===== src/rtl/cfifo_pkg.sv =====
// ----------------------------------------------------------------------------
// Circular FIFO with search: shared package
// Depth, widths, operation and status codes, controller states and the
// command and status bundles that pass between controller and datapath.
// ----------------------------------------------------------------------------
`default_nettype none

package cfifo_pkg;

  localparam int unsigned DEPTH   = 16;
  localparam int unsigned PTR_W   = (DEPTH > 1) ? $clog2(DEPTH) : 1;
  localparam int unsigned CNT_W   = $clog2(DEPTH + 1);
  localparam int unsigned DATA_W  = 32;
  localparam int unsigned OPC_W   = 3;
  localparam int unsigned STAT_W  = 2;
  localparam int unsigned COUNT_W = 5;

  typedef logic [PTR_W-1:0] ptr_t;
  typedef logic [CNT_W-1:0] cnt_t;

  typedef enum logic [OPC_W-1:0] {
    OP_ENQ      = 3'd0,
    OP_DEQ      = 3'd1,
    OP_PEEK     = 3'd2,
    OP_CONTAINS = 3'd3,
    OP_CLEAR    = 3'd4,
    OP_COUNT    = 3'd5
  } op_e;

  typedef enum logic [STAT_W-1:0] {
    ST_OK    = 2'd0,
    ST_EMPTY = 2'd1,
    ST_FULL  = 2'd2
  } status_e;

  typedef enum logic [1:0] {
    S_IDLE,
    S_PEEK,
    S_SCAN
  } state_e;

  // Commands from the controller to the datapath.
  typedef struct packed {
    logic accept;
    logic load_now;
    logic scan_start;
    logic scan_step;
    logic fin_peek;
    logic fin_hit;
    logic fin_miss;
  } cmd_t;

  // Status from the datapath to the controller.
  typedef struct packed {
    logic empty;
    logic match;
    logic last;
    logic out_busy;
  } sts_t;

  function automatic ptr_t ring_next(ptr_t p);
    ptr_t r;
    if (p == PTR_W'(DEPTH - 1)) begin
      r = '0;
    end else begin
      r = p + PTR_W'(1);
    end
    return r;
  endfunction

endpackage

`default_nettype wire


===== src/rtl/cfifo_in_if.sv =====
// ----------------------------------------------------------------------------
// Circular FIFO with search: request channel
// Valid/ready channel carrying the operation code and the operand word.
// ----------------------------------------------------------------------------
`default_nettype none

interface cfifo_in_if;
  logic                                valid;
  logic                                ready;
  logic [cfifo_pkg::OPC_W-1:0]         opcode;
  logic signed [cfifo_pkg::DATA_W-1:0] value;

  modport source (output valid, opcode, value, input ready);
  modport sink   (input valid, opcode, value, output ready);
endinterface

`default_nettype wire


===== src/rtl/cfifo_out_if.sv =====
// ----------------------------------------------------------------------------
// Circular FIFO with search: response channel
// Valid/ready channel carrying status, head word, search flag and count.
// ----------------------------------------------------------------------------
`default_nettype none

interface cfifo_out_if;
  logic                                valid;
  logic                                ready;
  logic [cfifo_pkg::STAT_W-1:0]        status;
  logic signed [cfifo_pkg::DATA_W-1:0] head_data;
  logic                                found;
  logic [cfifo_pkg::COUNT_W-1:0]       count;

  modport source (output valid, status, head_data, found, count, input ready);
  modport sink   (input valid, status, head_data, found, count, output ready);
endinterface

`default_nettype wire


===== src/rtl/cfifo_ctrl.sv =====
// ----------------------------------------------------------------------------
// Circular FIFO with search: controller
// Sequences the operations that complete on acceptance, the head read of a peek and the
// entry-by-entry comparison of a contains search.
// ----------------------------------------------------------------------------
`default_nettype none

module cfifo_ctrl (
  input  wire logic                        clk_i,
  input  wire logic                        rst_ni,
  input  wire logic                        in_valid_i,
  input  wire logic [cfifo_pkg::OPC_W-1:0] in_opcode_i,
  input  wire cfifo_pkg::sts_t             sts_i,
  output logic                             in_ready_o,
  output cfifo_pkg::cmd_t                  cmd_o
);

  cfifo_pkg::state_e state_q, state_d;

  always_ff @(posedge clk_i or negedge rst_ni) begin
    if (!rst_ni) begin
      state_q <= cfifo_pkg::S_IDLE;
    end else begin
      state_q <= state_d;
    end
  end

  always_comb begin
    state_d    = state_q;
    in_ready_o = 1'b0;
    cmd_o      = '0;
    unique case (state_q)
      cfifo_pkg::S_IDLE: begin
        in_ready_o   = !sts_i.out_busy;
        cmd_o.accept = in_valid_i && !sts_i.out_busy;
        if (cmd_o.accept) begin
          if (in_opcode_i == cfifo_pkg::OP_PEEK && !sts_i.empty) begin
            state_d = cfifo_pkg::S_PEEK;
          end else if (in_opcode_i == cfifo_pkg::OP_CONTAINS && !sts_i.empty) begin
            state_d          = cfifo_pkg::S_SCAN;
            cmd_o.scan_start = 1'b1;
          end else begin
            cmd_o.load_now = 1'b1;
          end
        end
      end
      cfifo_pkg::S_PEEK: begin
        cmd_o.fin_peek = 1'b1;
        state_d        = cfifo_pkg::S_IDLE;
      end
      cfifo_pkg::S_SCAN: begin
        cmd_o.scan_step = 1'b1;
        if (sts_i.match) begin
          cmd_o.fin_hit = 1'b1;
          state_d       = cfifo_pkg::S_IDLE;
        end else if (sts_i.last) begin
          cmd_o.fin_miss = 1'b1;
          state_d        = cfifo_pkg::S_IDLE;
        end
      end
      default: begin
        state_d = cfifo_pkg::S_IDLE;
      end
    endcase
  end

endmodule

`default_nettype wire


===== src/rtl/cfifo_dp.sv =====
// ----------------------------------------------------------------------------
// Circular FIFO with search: datapath
// Ring storage, head and tail pointers, occupancy, search pointer and the
// response register.
// ----------------------------------------------------------------------------
`default_nettype none

module cfifo_dp (
  input  wire logic                               clk_i,
  input  wire logic                               rst_ni,
  input  wire cfifo_pkg::cmd_t                    cmd_i,
  input  wire logic [cfifo_pkg::OPC_W-1:0]        in_opcode_i,
  input  wire logic signed [cfifo_pkg::DATA_W-1:0] in_value_i,
  input  wire logic                               out_ready_i,
  output cfifo_pkg::sts_t                         sts_o,
  output logic                                    out_valid_o,
  output logic [cfifo_pkg::STAT_W-1:0]            out_status_o,
  output logic signed [cfifo_pkg::DATA_W-1:0]     out_head_data_o,
  output logic                                    out_found_o,
  output logic [cfifo_pkg::COUNT_W-1:0]           out_count_o
);

  localparam cfifo_pkg::cnt_t DepthC = cfifo_pkg::CNT_W'(cfifo_pkg::DEPTH);

  logic [cfifo_pkg::DATA_W-1:0] mem_q [cfifo_pkg::DEPTH];
  logic [cfifo_pkg::DATA_W-1:0] rdata_q;
  logic [cfifo_pkg::DATA_W-1:0] value_q;

  cfifo_pkg::ptr_t head_q, head_d, tail_q, tail_d, scan_q, scan_d, rd_addr;
  cfifo_pkg::cnt_t occ_q, occ_d, rem_q, rem_d;

  logic                          out_valid_q, out_valid_d;
  logic [cfifo_pkg::STAT_W-1:0]  status_q, status_d;
  logic [cfifo_pkg::DATA_W-1:0]  hdata_q, hdata_d;
  logic                          found_q, found_d;
  logic [cfifo_pkg::COUNT_W-1:0] count_q, count_d;
  logic [cfifo_pkg::CNT_W+cfifo_pkg::COUNT_W-1:0] occ_ext;

  logic empty, full, do_write, load;

  assign empty    = (occ_q == '0);
  assign full     = (occ_q == DepthC);
  assign do_write = cmd_i.load_now && in_opcode_i == cfifo_pkg::OP_ENQ && !full;
  assign rd_addr  = cmd_i.scan_step ? scan_q : head_q;
  assign load     = cmd_i.load_now || cmd_i.fin_peek || cmd_i.fin_hit || cmd_i.fin_miss;

  assign sts_o.empty    = empty;
  assign sts_o.match    = (rdata_q == value_q);
  assign sts_o.last     = (rem_q == cfifo_pkg::CNT_W'(1));
  assign sts_o.out_busy = out_valid_q && !out_ready_i;

  // Storage: one write port at the tail, one registered read port.
  always_ff @(posedge clk_i) begin
    if (do_write) begin
      mem_q[tail_q] <= in_value_i;
    end
    rdata_q <= mem_q[rd_addr];
    if (cmd_i.accept) begin
      value_q <= in_value_i;
    end
  end

  // Pointer, occupancy and search updates.
  always_comb begin
    head_d = head_q;
    tail_d = tail_q;
    occ_d  = occ_q;
    scan_d = scan_q;
    rem_d  = rem_q;
    if (cmd_i.load_now) begin
      unique case (in_opcode_i)
        cfifo_pkg::OP_ENQ: begin
          if (!full) begin
            tail_d = cfifo_pkg::ring_next(tail_q);
            occ_d  = occ_q + cfifo_pkg::CNT_W'(1);
          end
        end
        cfifo_pkg::OP_DEQ: begin
          if (!empty) begin
            head_d = cfifo_pkg::ring_next(head_q);
            occ_d  = occ_q - cfifo_pkg::CNT_W'(1);
          end
        end
        cfifo_pkg::OP_CLEAR: begin
          head_d = '0;
          tail_d = '0;
          occ_d  = '0;
        end
        default: begin
        end
      endcase
    end
    if (cmd_i.scan_start) begin
      scan_d = cfifo_pkg::ring_next(head_q);
      rem_d  = occ_q;
    end else if (cmd_i.scan_step) begin
      scan_d = cfifo_pkg::ring_next(scan_q);
      rem_d  = rem_q - cfifo_pkg::CNT_W'(1);
    end
  end

  assign occ_ext = {{cfifo_pkg::COUNT_W{1'b0}}, occ_d};

  // Response register.
  always_comb begin
    status_d    = status_q;
    hdata_d     = hdata_q;
    found_d     = found_q;
    count_d     = count_q;
    out_valid_d = out_valid_q && !out_ready_i;
    if (load) begin
      out_valid_d = 1'b1;
      status_d    = cfifo_pkg::ST_OK;
      hdata_d     = '0;
      found_d     = 1'b0;
      count_d     = occ_ext[cfifo_pkg::COUNT_W-1:0];
      if (cmd_i.load_now) begin
        if (in_opcode_i == cfifo_pkg::OP_ENQ && full) begin
          status_d = cfifo_pkg::ST_FULL;
        end else if (empty && (in_opcode_i == cfifo_pkg::OP_DEQ ||
                               in_opcode_i == cfifo_pkg::OP_PEEK ||
                               in_opcode_i == cfifo_pkg::OP_CONTAINS)) begin
          status_d = cfifo_pkg::ST_EMPTY;
        end
      end
      if (cmd_i.fin_peek) begin
        hdata_d = rdata_q;
      end
      if (cmd_i.fin_hit) begin
        found_d = 1'b1;
      end
    end
  end

  always_ff @(posedge clk_i or negedge rst_ni) begin
    if (!rst_ni) begin
      head_q      <= '0;
      tail_q      <= '0;
      occ_q       <= '0;
      scan_q      <= '0;
      rem_q       <= '0;
      out_valid_q <= 1'b0;
    end else begin
      head_q      <= head_d;
      tail_q      <= tail_d;
      occ_q       <= occ_d;
      scan_q      <= scan_d;
      rem_q       <= rem_d;
      out_valid_q <= out_valid_d;
    end
  end

  always_ff @(posedge clk_i) begin
    status_q <= status_d;
    hdata_q  <= hdata_d;
    found_q  <= found_d;
    count_q  <= count_d;
  end

  assign out_valid_o     = out_valid_q;
  assign out_status_o    = status_q;
  assign out_head_data_o = hdata_q;
  assign out_found_o     = found_q;
  assign out_count_o     = count_q;

  a_occ_bound : assert property (@(posedge clk_i) disable iff (!rst_ni)
    occ_q <= DepthC)
    else $error("occupancy exceeds the depth");

  a_scan_rem : assert property (@(posedge clk_i) disable iff (!rst_ni)
    cmd_i.scan_step |-> rem_q != '0)
    else $error("search step with no entries left to compare");

  a_no_overwrite : assert property (@(posedge clk_i) disable iff (!rst_ni)
    (out_valid_q && !out_ready_i) |-> !load)
    else $error("response register overwritten before it was taken");

  a_empty_pointers : assert property (@(posedge clk_i) disable iff (!rst_ni)
    (occ_q == '0) |-> head_q == tail_q)
    else $error("empty queue with head and tail apart");

endmodule

`default_nettype wire


===== src/rtl/circular_fifo_with_search_core.sv =====
// ----------------------------------------------------------------------------
// Circular FIFO with search: top level
// Fixed-depth ring buffer of signed words with enqueue, dequeue, peek,
// contains search, clear and count operations, one response per request.
// ----------------------------------------------------------------------------
//
//   Channel   Direction  Handshake      Payload
//   in_i      sink       valid/ready    opcode[2:0], value[31:0]
//   out_o     source     valid/ready    status[1:0], head_data[31:0],
//                                       found, count[4:0]
//
// Enqueue, dequeue, clear, count, unknown codes and any operation on an
// empty queue complete in the cycle the transaction is accepted.
// A peek passes through the peek state, as the storage read port is registered.
// A contains search compares one entry per cycle in the scan state through
// the single read port, up to the first match or at most the occupancy;
// with a depth of 16 this is at most 16 entries.
// Reset clears the pointers, the occupancy and the response valid; the
// storage is not cleared, as only entries that have been written are read.
// A request is accepted in the idle state while the response register is
// empty or being taken; a stalled response holds off only the next request.
`default_nettype none

module circular_fifo_with_search_core (
  input  wire logic clk_i,
  input  wire logic rst_ni,
  cfifo_in_if.sink  in_i,
  cfifo_out_if.source out_o
);

  // Commands and status between the controller and the datapath.
  cfifo_pkg::cmd_t cmd;
  cfifo_pkg::sts_t sts;

  // The controller owns the request handshake and the operation sequence.
  cfifo_ctrl u_ctrl (
    .clk_i       (clk_i),
    .rst_ni      (rst_ni),
    .in_valid_i  (in_i.valid),
    .in_opcode_i (in_i.opcode),
    .sts_i       (sts),
    .in_ready_o  (in_i.ready),
    .cmd_o       (cmd)
  );

  // The datapath holds the ring, the pointers and the response register.
  cfifo_dp u_dp (
    .clk_i           (clk_i),
    .rst_ni          (rst_ni),
    .cmd_i           (cmd),
    .in_opcode_i     (in_i.opcode),
    .in_value_i      (in_i.value),
    .out_ready_i     (out_o.ready),
    .sts_o           (sts),
    .out_valid_o     (out_o.valid),
    .out_status_o    (out_o.status),
    .out_head_data_o (out_o.head_data),
    .out_found_o     (out_o.found),
    .out_count_o     (out_o.count)
  );

endmodule

`default_nettype wire


===== src/flat_wrapper.sv =====
// flat-port wrapper written by rule: the top's interface ports become plain ports
module circular_fifo_with_search_core_flat 
  (clk_i, rst_ni, in_i_valid, in_i_opcode, in_i_value, in_i_ready, out_o_valid, out_o_status, out_o_head_data, out_o_found, out_o_count, out_o_ready);
  cfifo_in_if in_i_i ();
  cfifo_out_if out_o_i ();
  input  wire logic clk_i;
  input  wire logic rst_ni;
  input wire logic [$bits(in_i_i.valid)-1:0] in_i_valid;
  input wire logic [$bits(in_i_i.opcode)-1:0] in_i_opcode;
  input wire logic [$bits(in_i_i.value)-1:0] in_i_value;
  output wire logic [$bits(in_i_i.ready)-1:0] in_i_ready;
  output wire logic [$bits(out_o_i.valid)-1:0] out_o_valid;
  output wire logic [$bits(out_o_i.status)-1:0] out_o_status;
  output wire logic [$bits(out_o_i.head_data)-1:0] out_o_head_data;
  output wire logic [$bits(out_o_i.found)-1:0] out_o_found;
  output wire logic [$bits(out_o_i.count)-1:0] out_o_count;
  input wire logic [$bits(out_o_i.ready)-1:0] out_o_ready;
  assign in_i_i.valid = in_i_valid;
  assign in_i_i.opcode = in_i_opcode;
  assign in_i_i.value = in_i_value;
  assign in_i_ready = in_i_i.ready;
  assign out_o_valid = out_o_i.valid;
  assign out_o_status = out_o_i.status;
  assign out_o_head_data = out_o_i.head_data;
  assign out_o_found = out_o_i.found;
  assign out_o_count = out_o_i.count;
  assign out_o_i.ready = out_o_ready;
  circular_fifo_with_search_core u_core (.clk_i(clk_i), .rst_ni(rst_ni), .in_i(in_i_i), .out_o(out_o_i));
endmodule

===== config.mk =====
export PLATFORM = sky130hd
export DESIGN_NAME = circular_fifo_with_search_core_flat
export DESIGN_NICKNAME = d
export VERILOG_FILES = /design/src/rtl/cfifo_pkg.sv /design/src/rtl/cfifo_in_if.sv /design/src/rtl/cfifo_out_if.sv /design/src/rtl/cfifo_ctrl.sv /design/src/rtl/cfifo_dp.sv /design/src/rtl/circular_fifo_with_search_core.sv /design/src/flat_wrapper.sv
export SDC_FILE = /design/constraint.sdc
export NUM_CORES = 1
export LEC_CHECK = 0
export ABC_AREA = 1
export BUFFER_PORTS_ARGS = -buffer_cell sky130_fd_sc_hd__buf_2
export CAP_MARGIN = 20
export CORE_MARGIN = 8
export CORE_UTILIZATION = 30
export CTS_BUF_LIST = sky130_fd_sc_hd__clkbuf_8
export DETAILED_ROUTE_END_ITERATION = 8
export PLACE_DENSITY = 0.53
export SETUP_SLACK_MARGIN = 0.4
export SYNTH_ARGS = -nofsm -noshare
export SYNTH_HDL_FRONTEND = slang
export SYNTH_SLANG_ARGS = --single-unit

===== constraint.sdc =====
create_clock -name clk_i -period 6.44 [get_ports clk_i]
set_input_delay 0.322 -clock clk_i [delete_from_list [all_inputs] [get_ports clk_i]]
set_output_delay 0.322 -clock clk_i [all_outputs]
set_load 0.1 [all_outputs]

==> results of run 1 <==
## cells in the mapped netlist, types with 6 or more instances
| library cell | count |
|---|---|
| nand2_2 | 8 |
| nand3_1 | 209 |
| dfxtp_1 | 32 |
| edfxtp_1 | 584 |
| nor2_1 | 325 |
| xnor2_1 | 17 |
| nand2_1 | 281 |
| buf_2 | 66 |
| o21ai_1 | 34 |
| buf_4 | 12 |
| buf_1 | 6 |
| o211ai_1 | 117 |
| o21ai_0 | 142 |
| inv_1 | 217 |
| xor2_1 | 7 |
| ha_1 | 10 |
| dfrtp_1 | 25 |
| clkbuf_1 | 21 |
## registers in the layout, summed over array words and instances, names as in the netlist
signal,cells
u_core.u_dp.scan_q,4
u_core.u_dp.value_q,32
u_core.u_dp.rdata_q,32
u_core.u_dp.rem_q,5
u_core.u_dp.mem_q,512
u_core.u_ctrl.state_q,2
u_core.u_dp.out_head_data_o,32
u_core.u_dp.out_status_o,2
u_core.u_dp.out_found_o,1
u_core.u_dp.head_q,4
u_core.u_dp.tail_q,4
u_core.u_dp.out_count_o,5
u_core.u_dp.out_valid_o,1
u_core.u_dp.occ_q,5
## metrics by stage
step / setup WS [ns] / total power, mW / util [%] / hold WS [ns] / instances
after floorplan: 1.52 / 8.44 / - / 0.0264 / 2149
final: 2.89 / 12.9 / 35.1 / 0.0690 / 3526
after global routing: 2.58 / 13.7 / 35.1 / 0.0387 / 3526
after detailed placement: 2.82 / 9.62 / 32.3 / 0.372 / 3296
after global placement: 2.79 / 9.55 / 32.3 / 0.367 / 3294
after CTS: 2.81 / 13.1 / 35.1 / 0.00544 / 3524
## kinds of logic (layout without fill, tap and decap cells)
| kind of cell | count (synthesis) | in the layout | synth area share [%] |
|---|---|---|---|
| buffers and inverters | 329 | 561 | 5.33 |
| XOR/XNOR | 24 | 24 | 0.813 |
| AND/OR/NAND/NOR | 834 | 834 | 13.3 |
| other | 0 | 1 | 0 |
| adder cells (fa/ha/maj) | 10 | 10 | 0.484 |
| flip-flops | 641 | 641 | 72.7 |
| AO/OA/AOI/OAI | 311 | 311 | 7.30 |
## final timing paths
path                                                   to  slack [ns]  cells after the start
max                             u_core.u_dp.mem_q[14][26]        2.89                     11
min                               u_core.u_dp.value_q[16]        0.07                      1
max reg2reg                     u_core.u_dp.mem_q[14][26]        2.89                     11
min reg2reg                u_core.u_dp.out_head_data_o[4]        0.56                      2
max in group asynchronous           u_core.u_dp.tail_q[0]        5.84                      2
min in group asynchronous            u_core.u_dp.occ_q[4]        0.19                      2
## cell type report
class                           instances  area (µm²)  area share (%)
Inverter                              222         836            2.79
Sequential cell                       641       18800            62.8
Clock buffer                          119        1640            5.47
Multi-Input combinational cell       1179        5850            19.5
Tap cell                             1144        1430            4.78
Antenna cell                            1        2.50         0.00835
Timing Repair Buffer                  144        1010            3.37
Clock inverter                         76         388            1.29
## routing by layer
layer	vias up	global-route usage, %
met4	0	4.17
met1	7826	17.5
met5	-	0
met2	356	22.7
met3	85	2.32
li1	7799	-
## worst register-to-register path, stage by stage (launching register included)
cell	delay, ns
dfrtp_1	0.45
nor2_1	0.17
inv_1	0.10
nor2_4	0.11
buf_4	0.51
nand2_1	0.15
nor2_2	0.17
inv_2	0.10
nor2_4	0.21
nand2_2	0.20
nor2_4	0.62
buf_4	0.42
## timing repair
action | in CTS | in global routing
endpoints found under the hold margin | 374 | 0
gates resized for setup | 0 | 0
setup endpoints to repair | 0 | 0
hold buffers | 33 | 0
## power by group
part,switching [mW],internal [mW]
Sequential,0.189,4.89
Clock,1.62,1.77
Combinational,3.26,1.16
Total,5.06,7.83
==> flow_summary_export.csv, run 1 <==
group,metric,value,unit
clocking,cts.path.max_buffers,3,
routing,met1_length,29400,µm
sta,fin_skew,0.0365,ns
final_layout,nets,2340,
setup_path,crit_chain,"nor2_1 > inv_1 > nor2_4 > buf_4 > nand2_1 > nor2_2 > inv_2 > nor2_4 > nand2_2 > nor2_4 > buf_4",
floorplan,start_util,30.3,%
routing,wl_per_cell,18.4,µm
global_routing,grt_pass1_vias,16400,
setup_path,reg2reg_from,"u_core.u_ctrl.state_q[0]",
yosys,netlist.area_leader.share,67.8,%
clocking,clock_sinks,641,
power,p_leak,11.0,nW
global_routing,grt_max_degree,148,
sta,setup_tns,0,ns
clocking,clk_latency,0.71,ns
yosys,synth.distinct_cells,33,
routing,vias,16100,
setup_path,required,6.80,ns
global_routing,grt_remaining_overflow,0,
routing,met2WireLength,31100,µm
sta,rsz0062_at_grt,"false",
global_routing,grt_pass1_wl,99000,µm
sta,tightest_slew,0.984,ns
setup_path,slowest_stage,"nor2_4",
floorplan,num_io_pins,81,
sta,maxSlewViolCount,0,
routing,viasPerCell,4.56,
min_path,hold_class,"input pin to flip-flop",
setup_path,critPathMaxStageDelay,0.62,ns
setup_path,cp_top_family,"simple AND/OR/NAND/NOR gates",
routing,top_layer,"met4",
floorplan,core,85300,µm²
clocking,clkTransAtPathRegs,0.06,ns
clocking,cts_tree,"done",
yosys,syn_nets,2198,
flow_run,cap_violations,0,
final_layout,drive_gt1_share,12.2,%
routing,firstDrtPassIters,7,
setup_path,crit_path_frequent_cell,"nor2_4",
routing,drtAntennaViolNets,0,
placed_design,portBuffers,80,
final_layout,syn_to_final_growth,15.9,%
run_status,status,"finished clean",
sta,setup_viol,0,
sta,slew_headroom,34.4,%
placed_design,place_congestion,0.739,
routing,route.met3.wl,2990,µm
routing,first_iter_violations,1197,
setup_path,cp_num_buf_inv,4,
floorplan,fp.dieW,310,µm
setup_path,setup.worst_path.end_class,"flip-flop",
routing,routed_wl,64800,µm
final_layout,final_cell_mix,"edfxtp_1 (584), nor2_1 (308), nand2_1 (279)",
sta,finalHoldViolations,0,
yosys,yosys.area.top_type,"edfxtp_1",
setup_path,crit_start,"u_core.u_ctrl.state_q[0]",
power,powerDensity,430,nW/µm²
routing,remaining_drc_errors,0,
yosys,netlist_top_cells_area,"edfxtp_1 (68%), nor2_1 (4.7%), nand2_1 (4.1%)",
sta,min_period,3.55,ns
yosys,synth_flop_cell,"edfxtp_1",
setup_path,worstPathMaxFanout,34,
clocking,cts-buffers-inserted,103,
floorplan,dieArea,95800,µm²
yosys,synth-seq-cells,641,
sta,max_freq,282,MHz
yosys,ys_seq_area_share,72.7,%
yosys,synth_warnings,0,
final_layout,fill_cells,8282,
final_layout,finalInstanceArea,30000,µm²
floorplan,die_h,310,µm
power,peakVddDrop,234,µV
setup_path,startpoint_type,"flip-flop",
sta,fin_crit_sh,55.1,%
setup_path,criticalPathCategory,"flip-flop to flip-flop",
clocking,ctsRootBufferMaster,"clkbuf_8",
global_routing,track_usage,13.4,%
yosys,netlist_instances,2149,
yosys,synth.avg_cell_area,12.0,µm²
placed_design,postPlaceCellArea,27600,µm²
setup_path,arrival,3.91,ns
yosys,synth_edf_count,584,
placed_design,dp_hpwl,35700,µm
yosys,netlist_area,25800,µm²
yosys,synthArstFlopShare,3.90,%
final_layout,final_common_cell,"edfxtp_1",
min_path,holdCritStartpoint,"in_i_value[16]",
clocking,htreeDepth,3,
clocking,post_cts_buffers,0,
floorplan,row_count,107,
global_routing,antenna_found_initial,1,
(Power assumes the default switching activity.)
==> run 2, diff against run 1 <==
--- a/config.mk
+++ b/config.mk
@@ -5,14 +5,14 @@
 export SDC_FILE = /design/constraint.sdc
 export NUM_CORES = 1
 export LEC_CHECK = 0
-export ABC_AREA = 1
+export ABC_AREA = 0
 export BUFFER_PORTS_ARGS = -buffer_cell sky130_fd_sc_hd__buf_2
 export CAP_MARGIN = 20
 export CORE_MARGIN = 8
 export CORE_UTILIZATION = 30
 export CTS_BUF_LIST = sky130_fd_sc_hd__clkbuf_8
 export DETAILED_ROUTE_END_ITERATION = 8
-export PLACE_DENSITY = 0.53
+export PLACE_DENSITY = 0.55
 export SETUP_SLACK_MARGIN = 0.4
 export SYNTH_ARGS = -nofsm -noshare
 export SYNTH_HDL_FRONTEND = slang
==> constraint.sdc (replaced) <==
create_clock -name clk_i -period 2.9 [get_ports clk_i]
set_input_delay 0.145 -clock clk_i [delete_from_list [all_inputs] [get_ports clk_i]]
set_output_delay 0.145 -clock clk_i [all_outputs]
set_load 0.1 [all_outputs]
==> flow_summary_export.csv, run 2 <==
group,metric,value,unit
yosys,netlist_top_cells_area,"edfxtp_1 (70%), mux2i_1 (4.2%), nand2_1 (3.5%)",
run_status,status,"finished clean",
final_layout,largest_register_ffs,512,
setup_path,crit_start,"u_core.u_dp.occ_q[1]",
floorplan,core,83000,µm²
clocking,cts.path.max_buffers,3,
min_path,hold_class,"input pin to flip-flop",
sta,finalHoldViolations,0,
final_layout,final_common_cell,"edfxtp_1",
floorplan,row_count,106,
yosys,synthArstFlopShare,3.90,%
floorplan,num_io_pins,81,
clocking,cts_tree,"done",
setup_path,reg2reg_to,"u_core.u_dp.mem_q[6][25]",
routing,first_iter_violations,1438,
yosys,synth_compound_area_share,8.32,%
min_path,min_path_cells,3,
setup_path,rrSetupSlack,0.47,ns
setup_path,cp_num_buf_inv,2,
global_routing,grt_remaining_overflow,0,
power,peakVddDrop,615,µV
flow_run,cap_violations,0,
placed_design,dp_hpwl,39800,µm
yosys,synth-simple-area-share,8.23,%
yosys,synthAdderAreaFrac,0.501,%
final_layout,syn_to_final_growth,20.1,%
min_path,holdCritStartpoint,"in_i_opcode[2]",
sta,min_period,2.43,ns
sta,slew_headroom,39.3,%
clocking,clkTransAtPathRegs,0.06,ns
yosys,netlist_instances,1634,
min_path,whs_endpoint,"u_core.u_dp.tail_q[2]",
setup_path,reg2reg_from,"u_core.u_dp.occ_q[1]",
yosys,synth_warnings,0,
setup_path,crit_chain,"inv_1 > ha_2 > nor3b_4 > a21oi_4 > nand2_4 > nor3b_4 > and2_2 > buf_6",
setup_path,startpoint_type,"flip-flop",
yosys,netlist.area_leader.share,70.2,%
yosys,synth-seq-cells,641,
final_layout,final_cell_mix,"edfxtp_1 (584), nand2_1 (230), clkbuf_8 (116)",
yosys,synth_most_common_cell,"edfxtp_1",
global_routing,grt_pass1_wl,101000,µm
global_routing,grt_max_degree,65,
placed_design,portBuffers,80,
yosys,netlist_area,25000,µm²
setup_path,worstPathMaxFanout,16,
setup_path,crit_path_frequent_cell,"nor3b_4",
setup_path,criticalPathCategory,"flip-flop to flip-flop",
floorplan,start_util,30.1,%
setup_path,critPathMaxStageDelay,0.41,ns
clocking,clk_latency,0.71,ns
sta,max_freq,412,MHz
yosys,ys_seq_area_share,75.2,%
setup_path,ff2ff_path_depth,8,
floorplan,fp.dieW,305,µm
setup_path,setup.worst_path.end_class,"flip-flop",
clocking,clock_sinks,641,
final_layout,drive_gt1_share,17.5,%
floorplan,die_h,305,µm
setup_path,required,3.26,ns
power,powerDensity,955,nW/µm²
routing,routed_wl,69800,µm
routing,viasPerCell,5.06,
yosys,muxShareOfSynthArea,4.32,%
setup_path,cp_top_family,"simple AND/OR/NAND/NOR gates",
global_routing,grt_pass1_vias,15200,
sta,setup_viol,0,
final_layout,largest-register,"u_core.u_dp.mem_q",
yosys,synth.avg_cell_area,15.3,µm²
routing,wl_per_cell,23.2,µm
power,p_leak,10.6,nW
global_routing,antenna_found_initial,3,
clocking,htreeDepth,3,
sta,fin_crit_sh,83.7,%
routing,vias,15200,
sta,setup_tns,0,ns
setup_path,slowest_stage,"dfrtp_1",
final_layout,finalInstanceArea,30000,µm²
placed_design,place_congestion,0.778,
sta,fin_skew,0.0374,ns
final_layout,nets,1890,
sta,tightest_slew,0.909,ns
routing,drtAntennaViolNets,0,
yosys,synth_edf_count,584,
routing,remaining_drc_errors,0,
yosys,synth_xor_area_share,1.30,%
global_routing,track_usage,14.4,%
yosys,synth_common_cells,"edfxtp_1 (584), nand2_1 (232), mux2i_1 (105)",
sta,rsz0062_at_grt,"true",
yosys,synth_flop_cell,"edfxtp_1",
yosys,synth_top_family_by_area,"compound AO/OA/AOI/OAI gates",
clocking,ctsRootBufferMaster,"clkbuf_8",
clocking,cts-buffers-inserted,102,
placed_design,postPlaceCellArea,27300,µm²
floorplan,dieArea,92800,µm²
setup_path,arrival,2.79,ns
yosys,syn_nets,1683,
yosys,yosys.area.top_type,"edfxtp_1",
yosys,synth.distinct_cells,61,
routing,firstDrtPassIters,6,
sta,maxSlewViolCount,0,
## run 2: metrics by stage
stage          power [mW]  hold WS, ns  worst slack (ns)  cells  utilization [%]
2_1_floorplan        17.8       -0.151             0.130   1634                -
3_3_place_gp         21.1        0.181             0.290   2767             32.9
3_5_place_dp         21.2        0.180             0.241   2767             32.9
4_1_cts              28.9        0.276             0.358   3001             36.0
5_1_grt              29.9        0.338             0.371   3008             36.2
6_report             28.7        0.337             0.474   3009             36.2
## run 2: final cells by class
type                       count  area [µm²]
clock buffer                 116        1600
inverter                      11        57.6
timing repair buffer         195        1920
tap                         1080        1350
antenna                        2        5.00
fill                        7895       53000
sequential                   641       18800
clock inverter                74         398
multi-input combinational    890        5880
## run 2: worst register-to-register path: cells and delay by family (launching register included)
family | cells | cell delay [ns]
AOI/OAI and AO/OA | 1 | 0.25
and+or+nand+nor | 4 | 0.85
adders and majority gates | 1 | 0.21
buffers and inverters | 2 | 0.33
DFF | 1 | 0.41
## run 2: how the worst max path moves through the flow
stage / end / slack, ns / cells past startpoint
CTS: u_core.u_dp.rdata_q[30] / 0.36 / 8
finish: u_core.u_dp.mem_q[6][25] / 0.47 / 8
global placement: u_core.u_dp.out_head_data_o[3] / 0.29 / 7
detailed placement: u_core.u_dp.mem_q[7][24] / 0.24 / 8
floorplan: u_core.u_dp.mem_q[3][0] / 0.13 / 6
global route: u_core.u_dp.out_head_data_o[29] / 0.37 / 8
## run 2: report_power, final
group	internal, mW	total, mW	switching (mW)	leakage (nW)
clock network	3.93	7.47	3.54	1.18
registers	10.9	11.5	0.628	5.89
logic	3.11	9.67	6.56	3.53
## run 2: logic make-up (layout without fill, tap and decap cells)
| logic type | after synthesis | count (layout) |
|---|---|---|
| simple gates | 443 | 443 |
| compound gates | 293 | 293 |
| xor+xnor | 37 | 37 |
| buf+inv | 103 | 396 |
| mux | 107 | 107 |
| other cells | 0 | 2 |
| flops | 641 | 641 |
| fa+ha+maj | 10 | 10 |
## run 2: repair_timing
item / CTS / global route
gates cloned: 1 / 3
gates resized for setup: 16 / 13
buffers inserted: 2 / 3
setup endpoints to repair: 359 / 440
pin swaps: 4 / 1
hold buffers: 41 / 0
hold endpoints to repair: 582 / 0
## run 2: routing by layer
metal  vias to the layer above  wire [µm]  global-route usage [%]  share of wire (%)
met1                      7682      30100                    19.4                 43
met4                         0       2130                    5.19                3.0
met5                         -          0                       0                  0
met2                       648      32500                    23.1                 46
met3                       123       5120                    2.88                7.3
li1                       6781          -                       -                  -
==> run 3, diff against run 2 <==
--- a/config.mk
+++ b/config.mk
@@ -5,7 +5,7 @@
 export SDC_FILE = /design/constraint.sdc
 export NUM_CORES = 1
 export LEC_CHECK = 0
-export ABC_AREA = 0
+export ABC_AREA = 1
 export BUFFER_PORTS_ARGS = -buffer_cell sky130_fd_sc_hd__buf_2
 export CAP_MARGIN = 20
 export CORE_MARGIN = 8
==> constraint.sdc (replaced) <==
create_clock -name clk_i -period 2 [get_ports clk_i]
set_input_delay 0.1 -clock clk_i [delete_from_list [all_inputs] [get_ports clk_i]]
set_output_delay 0.1 -clock clk_i [all_outputs]
set_load 0.1 [all_outputs]
==> flow_summary_export.csv, run 3 (synthesis gave the netlist of run 1 again) <==
group,metric,value,unit
sta,maxSlewViolCount,0,
final_layout,finalNonFillerCells,3804,
placed_design,pre_cts_slack,-0.457,ns
final_layout,regArea,18800,µm²
clocking,clkTransAtPathRegs,0.06,ns
floorplan,fp.dieW,310,µm
routing,wl_per_cell,20.1,µm
clocking,clk_latency,0.75,ns
final_layout,multi_input_area,6100,µm²
setup_path,reg2reg_from,"u_core.u_dp.occ_q[0]",
power,p_leak,13.1,nW
setup_path,ff2ff_path_depth,16,
sta,fin_crit_sh,120,%
sta,setup_tns,-178.68,ns
floorplan,die_h,310,µm
placed_design,postPlaceCellArea,29400,µm²
sta,setup_viol,596,
final_layout,syn_to_final_growth,32.8,%
clocking,clock_sinks,641,
routing,remaining_drc_errors,0,
power,finalPower,47.5,mW
final_layout,nets,2623,
sta,min_period,2.40,ns
routing,routed_wl,76400,µm
final_layout,largest_register_ffs,512,
clocking,cts_tree,"done",
min_path,hold_class,"input pin to flip-flop",
setup_path,startpoint_type,"flip-flop",
sta,fin_skew,0.0608,ns
setup_path,worstPathMaxFanout,8,
floorplan,row_count,107,
clocking,cts-buffers-inserted,104,
clocking,ctsRootBufferMaster,"clkbuf_8",
routing,first_iter_violations,1508,
setup_path,setup.worst_path.end_class,"flip-flop",
final_layout,final_common_cell,"edfxtp_1",
setup_path,reg2reg_to,"u_core.u_dp.mem_q[13][2]",
floorplan,core,85300,µm²
sta,tightest_slew,0.595,ns
floorplan,start_util,30.3,%
setup_path,arrival,2.86,ns
min_path,whs_endpoint,"u_core.u_ctrl.state_q[0]",
run_status,violations,"negative hold slack, negative setup slack",
placed_design,dp.cells,3440,
clocking,htreeDepth,3,
global_routing,track_usage,15.1,%
routing,firstDrtPassIters,6,
clocking,cts.path.max_buffers,3,
sta,slew_headroom,60.4,%
placed_design,portBuffers,80,
final_layout,final_cell_mix,"edfxtp_1 (584), nor2_1 (301), nand2_1 (260)",
global_routing,antenna_found_initial,2,
flow_run,cap_violations,0,
power,peakVddDrop,780,µV
final_layout,fill_cells,7942,
final_layout,drive_gt1_share,22.6,%
min_path,holdCritStartpoint,"in_i_valid",
global_routing,grt_pass1_vias,17800,
floorplan,dieArea,95800,µm²
routing,top_layer,"met4",
final_layout,finalInstanceArea,34300,µm²
sta,finalHoldViolations,1,
sta,fin_hold_ws,-0.0794,ns
routing,viasPerCell,4.67,
placed_design,dp_hpwl,45600,µm
power,powerDensity,1380,nW/µm²
final_layout,largest-register,"u_core.u_dp.mem_q",
global_routing,grt_max_degree,66,
setup_path,criticalPathCategory,"flip-flop to flip-flop",
floorplan,num_io_pins,81,
min_path,min_path_cells,6,
placed_design,place_congestion,0.845,
global_routing,grt_remaining_overflow,0,
routing,drtAntennaViolNets,0,
routing,vias,17800,
routing,route.met3.wl,3700,µm
sta,setup_slack,-0.402,ns
routing,met1_length,31500,µm
routing,met2WireLength,38200,µm
run_status,status,"finished, violations left",
global_routing,grt_pass1_wl,110000,µm
setup_path,rrSetupSlack,-0.40,ns
sta,rsz0062_at_grt,"true",
sta,max_freq,416,MHz
final_layout,utilization,40.3,%
setup_path,required,2.46,ns
[run 3: cell count changes in the layout (fill, tap and decap cells not counted), moves of 105 or more]
cell | before | now
nor2_1 | 32 | 301
inv_1 | 53 | 254
nand3_1 | 64 | 207
o211ai_1 | 1 | 117
buf_4 | 28 | 143
mux2i_1 | 105 | 0
[run 3: cell type report]
type,count,area share (%)
Sequential cell,641,54.8
Inverter,222,2.46
Tap cell,1144,4.17
Timing Repair Buffer,426,14.8
Antenna cell,1,0.00729
Multi-Input combinational cell,1179,17.8
Clock inverter,75,1.37
Clock buffer,116,4.65
[run 3: worst max-delay path: stages (launching register included)]
cell	delay (ns)
dfrtp_1	0.38
inv_2	0.08
ha_4	0.15
nand2_4	0.05
nor2_4	0.13
nand2_4	0.10
nand2_4	0.09
inv_4	0.04
nor2_4	0.11
inv_2	0.06
nor2_4	0.11
buf_12	0.16
nand2_8	0.07
buf_6	0.12
nor2_4	0.12
buf_4	0.19
clkbuf_16	0.17
[run 3: worst max-delay path by stage]
stage | startpoint | to | slack (ns) | cells past startpoint
6_report | u_core.u_dp.occ_q[0] | u_core.u_dp.mem_q[13][2] | -0.40 | 16
5_1_grt | u_core.u_dp.occ_q[0] | u_core.u_dp.mem_q[1][16] | -0.54 | 16
3_3_place_gp | u_core.u_dp.occ_q[0] | u_core.u_dp.mem_q[9][0] | -0.46 | 14
3_5_place_dp | u_core.u_dp.occ_q[0] | u_core.u_dp.mem_q[9][25] | -0.46 | 14
2_1_floorplan | u_core.u_dp.out_valid_o | u_core.u_dp.mem_q[10][0] | -0.98 | 9
4_1_cts | u_core.u_dp.occ_q[0] | u_core.u_dp.mem_q[3][16] | -0.32 | 16
[run 3: metal layers]
layer,up-vias,track usage [%]
li1,8375,-
met1,8739,18.7
met2,499,26.5
met3,146,2.34
met4,0,5.85
met5,-,0
[run 3: what timing repair did]
action / 4_1_cts / 5_1_grt
cloned: 20 / 21
setup buffers: 51 / 38
endpoints found under the hold margin: 578 / 1
setup endpoints to repair: 690 / 688
gates resized for setup: 85 / 58
hold buffers: 41 / 1
pin swaps: 9 / 18
[run 3: power breakdown]
part	internal, mW	switching [mW]	total (mW)
registers	15.8	0.533	16.3
clock network	5.88	5.34	11.2
logic	7.55	12.4	20.0
